File: src/rtl/tes_pkg.sv
package tes_pkg;

  localparam int NUM_SOURCES = 16;
  localparam int IDX_W       = $clog2(NUM_SOURCES);
  localparam int CNT_W       = IDX_W + 1;
  localparam int DUE_W       = 32;
  localparam int CD_W        = 16;
  localparam int CYC_W       = 20;

  localparam logic [DUE_W-1:0] DUE_LIMIT = 32'd999999;

  typedef enum logic [2:0] {
    OP_ARM_ABS   = 3'd0,
    OP_ARM_REL   = 3'd1,
    OP_ACK       = 3'd2,
    OP_REMOVE    = 3'd3,
    OP_Q_PENDING = 3'd4,
    OP_Q_PASSED  = 3'd5,
    OP_Q_FRAME   = 3'd6,
    OP_ELAPSE    = 3'd7
  } op_t;

  typedef enum logic [2:0] {
    ST_IDLE,
    ST_EXEC,
    ST_ACT_RD,
    ST_H_RD,
    ST_SWEEP,
    ST_SCAN,
    ST_DONE
  } state_t;

  typedef struct packed {
    logic [2:0]       operation;
    logic [3:0]       handler;
    logic [CYC_W-1:0] cycles;
  } in_t;

  typedef struct packed {
    logic [3:0]              active_source;
    logic signed [CD_W-1:0]  countdown;
    logic                    expired;
    logic                    is_pending;
    logic signed [DUE_W-1:0] value;
  } out_t;

  typedef struct packed {
    logic             we;
    logic [IDX_W-1:0] waddr;
    logic [DUE_W-1:0] wdata;
    logic [IDX_W-1:0] raddr;
  } tbl_req_t;

endpackage

File: src/rtl/tes_table.sv
module tes_table (
  input  logic                        clk,
  input  logic                        rst_n,
  input  tes_pkg::tbl_req_t           req,
  output logic [tes_pkg::DUE_W-1:0]   rdata
);

  logic [tes_pkg::DUE_W-1:0]       mem [tes_pkg::NUM_SOURCES];
  logic [tes_pkg::NUM_SOURCES-1:0] written_r;
  logic [tes_pkg::DUE_W-1:0]       rdata_r;
  logic                            rd_written_r;

  always_ff @(posedge clk) begin
    if (req.we) begin
      mem[req.waddr] <= req.wdata;
    end
    rdata_r <= mem[req.raddr];
  end

  // an entry never written reads as zero
  always_ff @(posedge clk) begin
    if (!rst_n) begin
      written_r    <= '0;
      rd_written_r <= 1'b0;
    end else begin
      if (req.we) begin
        written_r[req.waddr] <= 1'b1;
      end
      rd_written_r <= written_r[req.raddr];
    end
  end

  assign rdata = rd_written_r ? rdata_r : '0;

endmodule

File: src/rtl/timer_event_scheduler_core.sv
// Timer event scheduler: a table of timed interrupt sources with a countdown
// to the earliest pending one.
// Input: drive in_data and raise start; the command transfers at the edge
// where start is high and busy is low. busy then stays high until the result
// has been shown. Result: out_valid is high for exactly one cycle with
// out_data; the receiver cannot stall it, so it must take it in that cycle.
// Steps per command after the start edge:
//   query pending, elapse, ignored commands      : execute only
//   query frame                                  : read active due time
//   query passed                                 : read active, then handler
//   arm                                          : write, then search
//   acknowledge, remove                          : read active, sweep table, then search
// busy drops in the cycle after the result, so the next command can transfer
// in the cycle after out_valid. The elapsed-time sweep of acknowledge and
// remove and the earliest-due search walk the single table memory one entry
// per cycle through its one read and one write port.
// Reset (synchronous, rst_n low) clears all pending flags, the countdown,
// the active source, overshoot and frame count; due times read as zero until
// armed. No clearing pass is needed.
module timer_event_scheduler_core (
  input  logic          clk,
  input  logic          rst_n,
  input  logic          start,
  output logic          busy,
  input  tes_pkg::in_t  in_data,
  output logic          out_valid,
  output tes_pkg::out_t out_data
);

  tes_pkg::state_t state_r, state_nxt;
  tes_pkg::op_t    op_r, op_nxt;
  logic [3:0]                        h_r, h_nxt;
  logic [tes_pkg::CYC_W-1:0]         cyc_r, cyc_nxt;
  logic [tes_pkg::NUM_SOURCES-1:0]   pend_r, pend_nxt;
  logic [tes_pkg::CD_W-1:0]          cd_r, cd_nxt;
  logic [tes_pkg::IDX_W-1:0]         act_r, act_nxt;
  logic [tes_pkg::DUE_W-1:0]         over_r, over_nxt;
  logic [tes_pkg::DUE_W-1:0]         frame_r, frame_nxt;
  logic [tes_pkg::DUE_W-1:0]         delta_r, delta_nxt;
  logic [tes_pkg::DUE_W-1:0]         value_r, value_nxt;
  logic [tes_pkg::DUE_W-1:0]         best_r, best_nxt;
  logic [tes_pkg::IDX_W-1:0]         bidx_r, bidx_nxt;
  logic [tes_pkg::DUE_W-1:0]         due0_r, due0_nxt;
  logic [tes_pkg::CNT_W-1:0]         cnt_r, cnt_nxt;
  logic                              scan_v_r, scan_v_nxt;
  logic [tes_pkg::IDX_W-1:0]         rd_idx_r;

  tes_pkg::tbl_req_t         tbl_req;
  logic [tes_pkg::DUE_W-1:0] rd_val;

  logic                      hok;
  logic [tes_pkg::IDX_W-1:0] h_idx;
  logic [tes_pkg::DUE_W-1:0] cd_ext;
  logic signed [21:0]        cd_dec;
  logic                      rd_last;
  logic                      better;
  logic [tes_pkg::IDX_W-1:0] fin_idx;
  logic [tes_pkg::DUE_W-1:0] fin_best;

  tes_table u_table (
    .clk   (clk),
    .rst_n (rst_n),
    .req   (tbl_req),
    .rdata (rd_val)
  );

  assign hok     = (32'(h_r) < tes_pkg::NUM_SOURCES);
  assign h_idx   = h_r[tes_pkg::IDX_W-1:0];
  assign cd_ext  = {{(tes_pkg::DUE_W-tes_pkg::CD_W){cd_r[tes_pkg::CD_W-1]}}, cd_r};
  assign cd_dec  = 22'(signed'(cd_r)) - signed'({2'b00, cyc_r});
  assign rd_last = (rd_idx_r == tes_pkg::IDX_W'(tes_pkg::NUM_SOURCES - 1));
  assign better  = pend_r[rd_idx_r] && ($signed(rd_val) < $signed(best_r));
  assign fin_idx  = better ? rd_idx_r : bidx_r;
  assign fin_best = better ? rd_val : best_r;

  always_ff @(posedge clk) begin
    if (!rst_n) begin
      state_r  <= tes_pkg::ST_IDLE;
      op_r     <= tes_pkg::OP_Q_PENDING;
      h_r      <= '0;
      cyc_r    <= '0;
      pend_r   <= '0;
      cd_r     <= '0;
      act_r    <= '0;
      over_r   <= '0;
      frame_r  <= '0;
      delta_r  <= '0;
      value_r  <= '0;
      best_r   <= '0;
      bidx_r   <= '0;
      due0_r   <= '0;
      cnt_r    <= '0;
      scan_v_r <= 1'b0;
      rd_idx_r <= '0;
    end else begin
      state_r  <= state_nxt;
      op_r     <= op_nxt;
      h_r      <= h_nxt;
      cyc_r    <= cyc_nxt;
      pend_r   <= pend_nxt;
      cd_r     <= cd_nxt;
      act_r    <= act_nxt;
      over_r   <= over_nxt;
      frame_r  <= frame_nxt;
      delta_r  <= delta_nxt;
      value_r  <= value_nxt;
      best_r   <= best_nxt;
      bidx_r   <= bidx_nxt;
      due0_r   <= due0_nxt;
      cnt_r    <= cnt_nxt;
      scan_v_r <= scan_v_nxt;
      rd_idx_r <= tbl_req.raddr;
    end
  end

  always_comb begin
    state_nxt  = state_r;
    op_nxt     = op_r;
    h_nxt      = h_r;
    cyc_nxt    = cyc_r;
    pend_nxt   = pend_r;
    cd_nxt     = cd_r;
    act_nxt    = act_r;
    over_nxt   = over_r;
    frame_nxt  = frame_r;
    delta_nxt  = delta_r;
    value_nxt  = value_r;
    best_nxt   = best_r;
    bidx_nxt   = bidx_r;
    due0_nxt   = due0_r;
    cnt_nxt    = cnt_r;
    scan_v_nxt = 1'b0;
    tbl_req.we    = 1'b0;
    tbl_req.waddr = h_idx;
    tbl_req.wdata = {{(tes_pkg::DUE_W-tes_pkg::CYC_W){1'b0}}, cyc_r};
    tbl_req.raddr = act_r;

    case (state_r)
      tes_pkg::ST_IDLE: begin
        if (start) begin
          op_nxt    = tes_pkg::op_t'(in_data.operation);
          h_nxt     = in_data.handler;
          cyc_nxt   = in_data.cycles;
          state_nxt = tes_pkg::ST_EXEC;
        end
      end

      tes_pkg::ST_EXEC: begin
        value_nxt = '0;
        best_nxt  = tes_pkg::DUE_LIMIT;
        bidx_nxt  = '0;
        cnt_nxt   = '0;
        state_nxt = tes_pkg::ST_DONE;
        case (op_r)
          tes_pkg::OP_ARM_ABS, tes_pkg::OP_ARM_REL: begin
            if (hok) begin
              tbl_req.we = 1'b1;
              if (op_r == tes_pkg::OP_ARM_ABS) begin
                tbl_req.wdata = {{(tes_pkg::DUE_W-tes_pkg::CYC_W){1'b0}}, cyc_r} + over_r;
              end
              pend_nxt[h_idx] = 1'b1;
              state_nxt       = tes_pkg::ST_SCAN;
            end
          end
          tes_pkg::OP_ACK: begin
            over_nxt  = cd_ext;
            state_nxt = tes_pkg::ST_ACT_RD;
          end
          tes_pkg::OP_REMOVE: begin
            if (hok) begin
              pend_nxt[h_idx] = 1'b0;
              over_nxt        = cd_ext;
              state_nxt       = tes_pkg::ST_ACT_RD;
            end
          end
          tes_pkg::OP_Q_PASSED: begin
            if (hok) begin
              state_nxt = tes_pkg::ST_ACT_RD;
            end
          end
          tes_pkg::OP_Q_FRAME: begin
            state_nxt = tes_pkg::ST_ACT_RD;
          end
          tes_pkg::OP_ELAPSE: begin
            // saturate at the most negative countdown
            if (cd_dec < -22'sd32768) begin
              cd_nxt = 16'h8000;
            end else begin
              cd_nxt = cd_dec[tes_pkg::CD_W-1:0];
            end
          end
          default: begin
          end
        endcase
      end

      // rd_val holds the due time of the active source
      tes_pkg::ST_ACT_RD: begin
        case (op_r)
          tes_pkg::OP_ACK, tes_pkg::OP_REMOVE: begin
            delta_nxt     = rd_val - over_r;
            tbl_req.raddr = '0;
            cnt_nxt       = tes_pkg::CNT_W'(1);
            state_nxt     = tes_pkg::ST_SWEEP;
          end
          tes_pkg::OP_Q_FRAME: begin
            value_nxt = frame_r + (rd_val - cd_ext);
            state_nxt = tes_pkg::ST_DONE;
          end
          default: begin
            delta_nxt     = rd_val - cd_ext;
            tbl_req.raddr = h_idx;
            state_nxt     = tes_pkg::ST_H_RD;
          end
        endcase
      end

      tes_pkg::ST_H_RD: begin
        value_nxt = rd_val - delta_r;
        state_nxt = tes_pkg::ST_DONE;
      end

      // take the elapsed time off every pending due time
      tes_pkg::ST_SWEEP: begin
        tbl_req.we    = pend_r[rd_idx_r];
        tbl_req.waddr = rd_idx_r;
        tbl_req.wdata = rd_val - delta_r;
        tbl_req.raddr = cnt_r[tes_pkg::IDX_W-1:0];
        cnt_nxt       = cnt_r + 1'b1;
        if (rd_last) begin
          frame_nxt = frame_r + delta_r;
          if (op_r == tes_pkg::OP_ACK) begin
            pend_nxt[act_r] = 1'b0;
          end
          cnt_nxt   = '0;
          state_nxt = tes_pkg::ST_SCAN;
        end
      end

      // search the pending source with the smallest due time below the limit
      tes_pkg::ST_SCAN: begin
        tbl_req.raddr = cnt_r[tes_pkg::IDX_W-1:0];
        if (32'(cnt_r) < tes_pkg::NUM_SOURCES) begin
          cnt_nxt    = cnt_r + 1'b1;
          scan_v_nxt = 1'b1;
        end
        if (scan_v_r) begin
          best_nxt = fin_best;
          bidx_nxt = fin_idx;
          if (rd_idx_r == '0) begin
            due0_nxt = rd_val;
          end
          if (rd_last) begin
            act_nxt   = fin_idx;
            cd_nxt    = (fin_idx == '0) ? due0_r[tes_pkg::CD_W-1:0]
                                        : fin_best[tes_pkg::CD_W-1:0];
            state_nxt = tes_pkg::ST_DONE;
          end
        end
      end

      tes_pkg::ST_DONE: begin
        state_nxt = tes_pkg::ST_IDLE;
      end

      default: begin
        state_nxt = tes_pkg::ST_IDLE;
      end
    endcase
  end

  assign busy      = (state_r != tes_pkg::ST_IDLE);
  assign out_valid = (state_r == tes_pkg::ST_DONE);

  always_comb begin
    out_data.active_source = 4'(act_r);
    out_data.countdown     = cd_r;
    out_data.expired       = (cd_r == '0) || cd_r[tes_pkg::CD_W-1];
    out_data.is_pending    = hok && pend_r[h_idx];
    out_data.value         = value_r;
  end

endmodule

File: config.mk
export PLATFORM = sky130hd
export DESIGN_NAME = timer_event_scheduler_core
export DESIGN_NICKNAME = d
export VERILOG_FILES = /design/src/rtl/tes_pkg.sv /design/src/rtl/tes_table.sv /design/src/rtl/timer_event_scheduler_core.sv
export SDC_FILE = /design/constraint.sdc
export NUM_CORES = 2
export LEC_CHECK = 0
export BUFFER_PORTS_ARGS = -buffer_cell sky130_fd_sc_hd__buf_2
export CAP_MARGIN = 20
export CORE_ASPECT_RATIO = 0.8
export CORE_MARGIN = 2
export CORE_UTILIZATION = 59
export CTS_BUF_LIST = sky130_fd_sc_hd__clkbuf_8
export CTS_CLUSTER_SIZE = 30
export DETAILED_ROUTE_END_ITERATION = 8
export PLACE_DENSITY = 0.79
export SYNTH_ARGS = -nofsm -noshare
export SYNTH_HDL_FRONTEND = slang
export SYNTH_SLANG_ARGS = --single-unit
File: constraint.sdc
create_clock -name clk -period 5.69 [get_ports clk]
set_input_delay 1.707 -clock clk [delete_from_list [all_inputs] [get_ports clk]]
set_output_delay 1.707 -clock clk [all_outputs]
set_load 0.1 [all_outputs]
* Word level (Yosys, flattened, before mapping)
Memories as Yosys holds them, arrays and structs flattened. A register that Yosys moved wholly into a read port is not among the register bits.
Cells that the tools add are included.
** Cells by class
- Bitwise operators :: 7
- Add/sub/neg operators :: 8
- Equal/unequal tests :: 24
- Multiplexer cells :: 54
- $lt $le $gt $ge :: 11
- Reductions and logical operators :: 33
** Operator list (count)
- 32-bit 2-to-1 mux :: 6
- 32-bit one-hot mux with 2 select lines :: 3
- 16-bit 2-to-1 mux :: 7
- 16-bit one-hot mux with 2 select lines :: 3
- 32-bit one-hot mux with 3 select lines :: 1
- 32-bit subtractor :: 3
- 32-bit adder :: 2
- 16-bit bitwise AND :: 2
- 32-bit < comparator :: 1
- 16-bit inverter :: 2
- 16-bit bitwise OR :: 2
- 4-bit by 5-bit < comparator with 1-bit output, second input constant :: 5
- 4-bit one-hot mux with 2 select lines :: 3
- 21-bit by 16-bit adder with 22-bit output :: 1
- 22-bit by 16-bit < comparator with 1-bit output, second input constant :: 1
- 16-bit by 21-bit subtractor with 22-bit output :: 1
- 5-bit one-hot mux with 4 select lines :: 1
- 3-bit == test, second input constant :: 6
- 2-bit != test, second input constant :: 9
- 3-bit one-hot mux with 6 select lines :: 1
- 16-bit zero test :: 1
- 5-bit 2-to-1 mux :: 3
- 2-bit AND reduction :: 7
- 1-bit binary-select mux with 4-bit select :: 3
- other kinds (26) :: 63
** Word-level totals
- Output and inout bits :: 56
- Register bits :: 257
- Word-level logic and storage cells :: 158
- Memories kept :: 1
- RAM bits :: 512
- Bits of input ports :: 30
** Memory list
- u_table.mem :: words 16, width 32, rd ports 1, clocked after Yosys merged registers in 1, wr ports 1, RTL line tes_table.sv:8 : logic [tes_pkg::DUE_W-1:0] mem [tes_pkg::NUM_SOURCES];

* Depth between registers and ports, before layout
- Depth after elaboration :: 9
- Depth in mapped cells :: 30
- Gate-level depth less buffers :: 25

* Modules after synthesis
A second synthesis with hierarchy kept.
** Second synthesis, totals
- Cell total of the unflattened synthesis :: 3700
- Area total of the unflattened synthesis :: 41499.8 µm²
** Modules (own cells, without submodules)
- timer_event_scheduler_core :: instances 1, area an instance 20802.5 µm², seq. area each 4804.6 µm², cells each 2773
- tes_table :: instances 1, area an instance 20697.4 µm², seq. area each 16355.7 µm², cells each 927

* Worst setup path after synthesis
No wires, ideal clock.
- Kind :: register to register
- Start :: register u_table.rd_written_r
- End :: register value_r[30] in the netlist's numbering
- Cell stages (with the launch flop) :: 30
- Setup slack :: -0.098 ns
- Library setup time :: 0.075 ns
- Data required time :: 5.615 ns
- Clock period less this slack :: 5.788 ns
- Arrival :: 5.713 ns
- Buffers on the path :: 5
- Cells stage by stage :: dfxtp_1 > buf_6 > buf_6 > buf_2 > clkbuf_1 > clkbuf_1 > nand2_1 > inv_1 > ha_1 > nor2b_1 > nor2_1 > o211ai_1 > a221oi_2 > o31ai_1 > a21oi_1 > o21ai_1 > a2111oi_0 > nor2_1 > xnor2_1 > ha_1 > inv_1 > nor4_1 > o21ai_1 > a31oi_1 > o31a_1 > o21a_1 > o21ai_0 > or4_1 > and3_1 > a31oi_1
** On the way
- Cells in the longest elaborated chain, start to end :: 5
- Elaborated cells between the ends (all ways) :: 6
- Those cells by class :: add/sub (3); mux (3)
** Ends and longest elaborated chain
- from (decl) :: RTL line tes_table.sv:11 : logic rd_written_r;
- from (signal assigned) :: RTL line tes_table.sv:29 : rd_written_r <= written_r[req.raddr];
- 32-bit 2-to-1 mux (*) :: RTL line tes_table.sv:33 : assign rdata = rd_written_r ? rdata_r : '0;
- 32-bit subtractor :: RTL line timer_event_scheduler_core.sv:207 : value_nxt = frame_r + (rd_val - cd_ext);
- 32-bit adder :: RTL line timer_event_scheduler_core.sv:207
- 32-bit 2-to-1 mux :: RTL line timer_event_scheduler_core.sv:199 : case (op_r)
- 32-bit one-hot mux with 3 select lines (*) :: RTL line timer_event_scheduler_core.sv:138 : case (state_r)
- to (signal assigned) :: RTL line timer_event_scheduler_core.sv:106 : value_r <= value_nxt;
- to (decl) :: RTL line timer_event_scheduler_core.sv:40 : logic [tes_pkg::DUE_W-1:0] value_r, value_nxt;
Every way passes the cells marked *; elsewhere a longest branch is shown, timed or not. The select of a mux whose other input is x is not followed.
A chain may end at the register's enable or synchronous reset.

* Worst setup path in the final report
Ends and elaborated chain as after synthesis.

==> impl_metrics.ini <==
[detailed_routing]
viasPerCell = 6.610
routed.top_layer = met4
wl_per_cell_um = 23.80
met2_length_mm = 55.72
drcViolationCount = 0
antenna_left = 0
dr_wl_met3_mm = 15.52
vias = 36640
drt-met1-wl_mm = 55.24
first_pass_iters = 9
detail_route.iter0.violations = 4677
wl_mm = 131.9

[synthesis]
ys_ff_latch = 801
ys_async_sr_fraction = 0
synth_flop_cell = edfxtp_1
ys_warn_count = 0
ys_types = 106
synth_nets = 4646
synth_edf_count = 512
syn_area_per_cell_sq_um = 9.830
syn_inst = 4424
synth-seq-area-share = 0.4866
syn_area_sq_um = 43490

[critical_path]
crit_path_start_kind = register
crit_type = register to register
r2r_start = u_table.rd_written_r
rr_worst_depth = 24
regToRegSetupSlack_ns = 0.19
cp.required_ns = 6.39
crit_fanout = 6
worstPathArrival_ns = 6.20
cp-startpoint = u_table.rd_written_r
critPathCaptureType = register

[global_route]
antenna_found_initial = 3
track_usage = 0.3394
grt_max_degree = 180
grt_pass1_wl_mm = 198.8
grt-ovfl-total = 0
grt_pass1_vias = 33870

[floorplanning]
initial_core_util = 0.5926
dieWidth_um = 307.5
row_count = 89
coreArea_sq_um = 73380
ios = 86
dieArea_sq_um = 75910
die_h_um = 246.8

[clock_network]
cts_buffers = 121
cts_tree = done
path_clk_slew_ns = 0.07
h-tree-depth = 3
cts-root-buf = clkbuf_8
cts.sinks = 801
clock_path_buffers = 3
insertion_delay_ns = 0.81
ctsHoldBuffers = 0

[worst_hold_path]
whs_path_depth = 2
hold_start = u_table.written_r[12]
hold_path.class = register to register

[pwr]
p_per_area_nw_per_um2 = 459.6
p_leak_uw = 0.01819
ir_drop_mv = 0.3310

[timing]
slew_headroom = 0.2391
worst_pin_slew_ns = 1.140
clock-skew-final_ns = 0.05893
fin_crit_sh = 0.9666
setup_viol = 0
hold_violations = 0
fmax_mhz = 181.8
drv_slew = 0
layout_min_cycle_time_ns = 5.500

[layout]
drive_above_1_share = 0.1160
nets = 4707
final_area_sq_um = 47880
layout_commonest_cell = nand2_1
seqCellArea_sq_um = 21160
synthToLayoutAreaGrowth_pct = 10.11
layout_common_cells = nand2_1 (539), edfxtp_1 (512), a21oi_1 (367)
final_core_util = 0.6525
multi_input_area_sq_um = 20920
stdcell_count = 5543
fillers = 5776

[placed_design]
port_buffers = 85
hpwl_mm = 88.09
dp_cells = 5310
dpl_cell_area_sq_um = 45310
gp_congestion = 1.001

[run_status]
status = finished clean

[run]
maxCapViolations = 0
## through the flow
step	total power (uW)	hold WS (ns)	setup TNS [ns]	setup WS [ns]
2_1_floorplan	14130	0.4184	0	0.07822
5_1_grt	22900	0.4972	-0.09619	-0.09619
3_5_place_dp	17000	0.4496	0	0.06848
6_report	22010	0.4672	0	0.1902
4_1_cts	21690	0.4643	0	0.001943
3_3_place_gp	16900	0.4423	0	0.1424
## cells by family (layout without fill, tap and decap cells)
logic type | after synthesis | after routing | synth area share
buf+inv | 442 | 604 | 0.04011
other cells | 0 | 2 | 0
simple gates | 1327 | 1327 | 0.1424
flops | 801 | 801 | 0.4866
mux | 27 | 27 | 0.009092
fa+ha+maj | 208 | 208 | 0.05985
compound gates | 1414 | 1414 | 0.2204
xor+xnor | 205 | 205 | 0.04160
## sequential cells by signal, indices dropped and copies added, names as in the netlist, 20 cells and up, named ones only
register / count
best_r: 32
u_table.mem: 512
delta_r: 32
u_table.rdata_r: 32
cyc_r: 20
frame_r: 32
value_r: 32
## Yosys cell counts, drive strengths merged (15+ instances only)
| cell | n | share of area |
|---|---|---|
| nor2b | 49 | 0.0070 |
| o21bai | 16 | 0.0028 |
| and3 | 155 | 0.022 |
| a311oi | 75 | 0.015 |
| dfxtp | 289 | 0.13 |
| a22oi | 30 | 0.0052 |
| ha | 187 | 0.054 |
| or3 | 15 | 0.0022 |
| clkbuf | 243 | 0.021 |
| nand2 | 550 | 0.048 |
| inv | 147 | 0.013 |
| maj3 | 16 | 0.0037 |
| a22o | 24 | 0.0048 |
| nor3 | 48 | 0.0055 |
| mux2i | 17 | 0.0039 |
| xor2 | 71 | 0.014 |
| xnor2 | 133 | 0.027 |
| a21o | 85 | 0.015 |
| o31ai | 15 | 0.0027 |
| o21ai | 214 | 0.025 |
| a211oi | 206 | 0.036 |
| a31oi | 110 | 0.016 |
| o211ai | 15 | 0.0027 |
| and2 | 40 | 0.0058 |
| o221a | 23 | 0.0060 |
| nand4 | 22 | 0.0032 |
| nand2b | 38 | 0.0055 |
| edfxtp | 512 | 0.35 |
| a21oi | 371 | 0.043 |
| o21a | 34 | 0.0060 |
| o22ai | 19 | 0.0029 |
| buf | 50 | 0.0062 |
| nand3 | 68 | 0.0078 |
| o221ai | 29 | 0.0062 |
| nor2 | 279 | 0.024 |
| a221oi | 30 | 0.0062 |
## power by group
group | switching (uW) | internal (uW)
Sequential | 474 | 7200
Clock | 2350 | 2390
Combinational | 6500 | 3090
Total | 9330 | 12700
## worst max-delay path, cell delays in order, from the launching register on
cell and delay (ns):
dfxtp_4 0.38, nand2_1 0.09, ha_1 0.21, inv_1 0.08, fa_2 0.27, nor2_1 0.08, a2111oi_4 0.43, o2111ai_2 0.22
a21oi_2 0.21, o21ai_0 0.08, nor2b_1 0.16, maj3_1 0.36, o21ai_1 0.17, xor2_1 0.11, ha_2 0.40, nand2_1 0.11
nor4_2 0.32, o21ai_1 0.20, a31oi_2 0.29, o31a_1 0.21, o21a_1 0.13, o21ai_0 0.11, or4_1 0.40, and3_1 0.17
a31oi_1 0.19
## repair_timing
action / in CTS / in global routing
endpoints found under the setup margin: 1 / 9
buffers inserted: 0 / 2
endpoints found under the hold margin: 0 / 0
resized for setup: 0 / 23
pin swaps: 1 / 2
## cell type report
cell class	count	area share
clock inverter	91	0.01207
tap	955	0.02495
multi-input combinational	3181	0.4368
clock buffer	133	0.03823
inverter	149	0.01184
sequential	801	0.4420
timing repair buffer	231	0.03397
antenna	2	0.0001045
## routing by layer
metal / up-vias / track usage
met4: 0 / 0.1389
li1: 16680 / -
met2: 2126 / 0.4977
met1: 17490 / 0.4807
met5: - / 0
met3: 336 / 0.08553
## worst paths after layout
path | end
setup / recovery | value_r[30]
hold / removal | u_table.written_r[12]
setup reg to reg | value_r[30]
hold reg to reg | u_table.written_r[12]
Power figures use the tool's default switching activity.
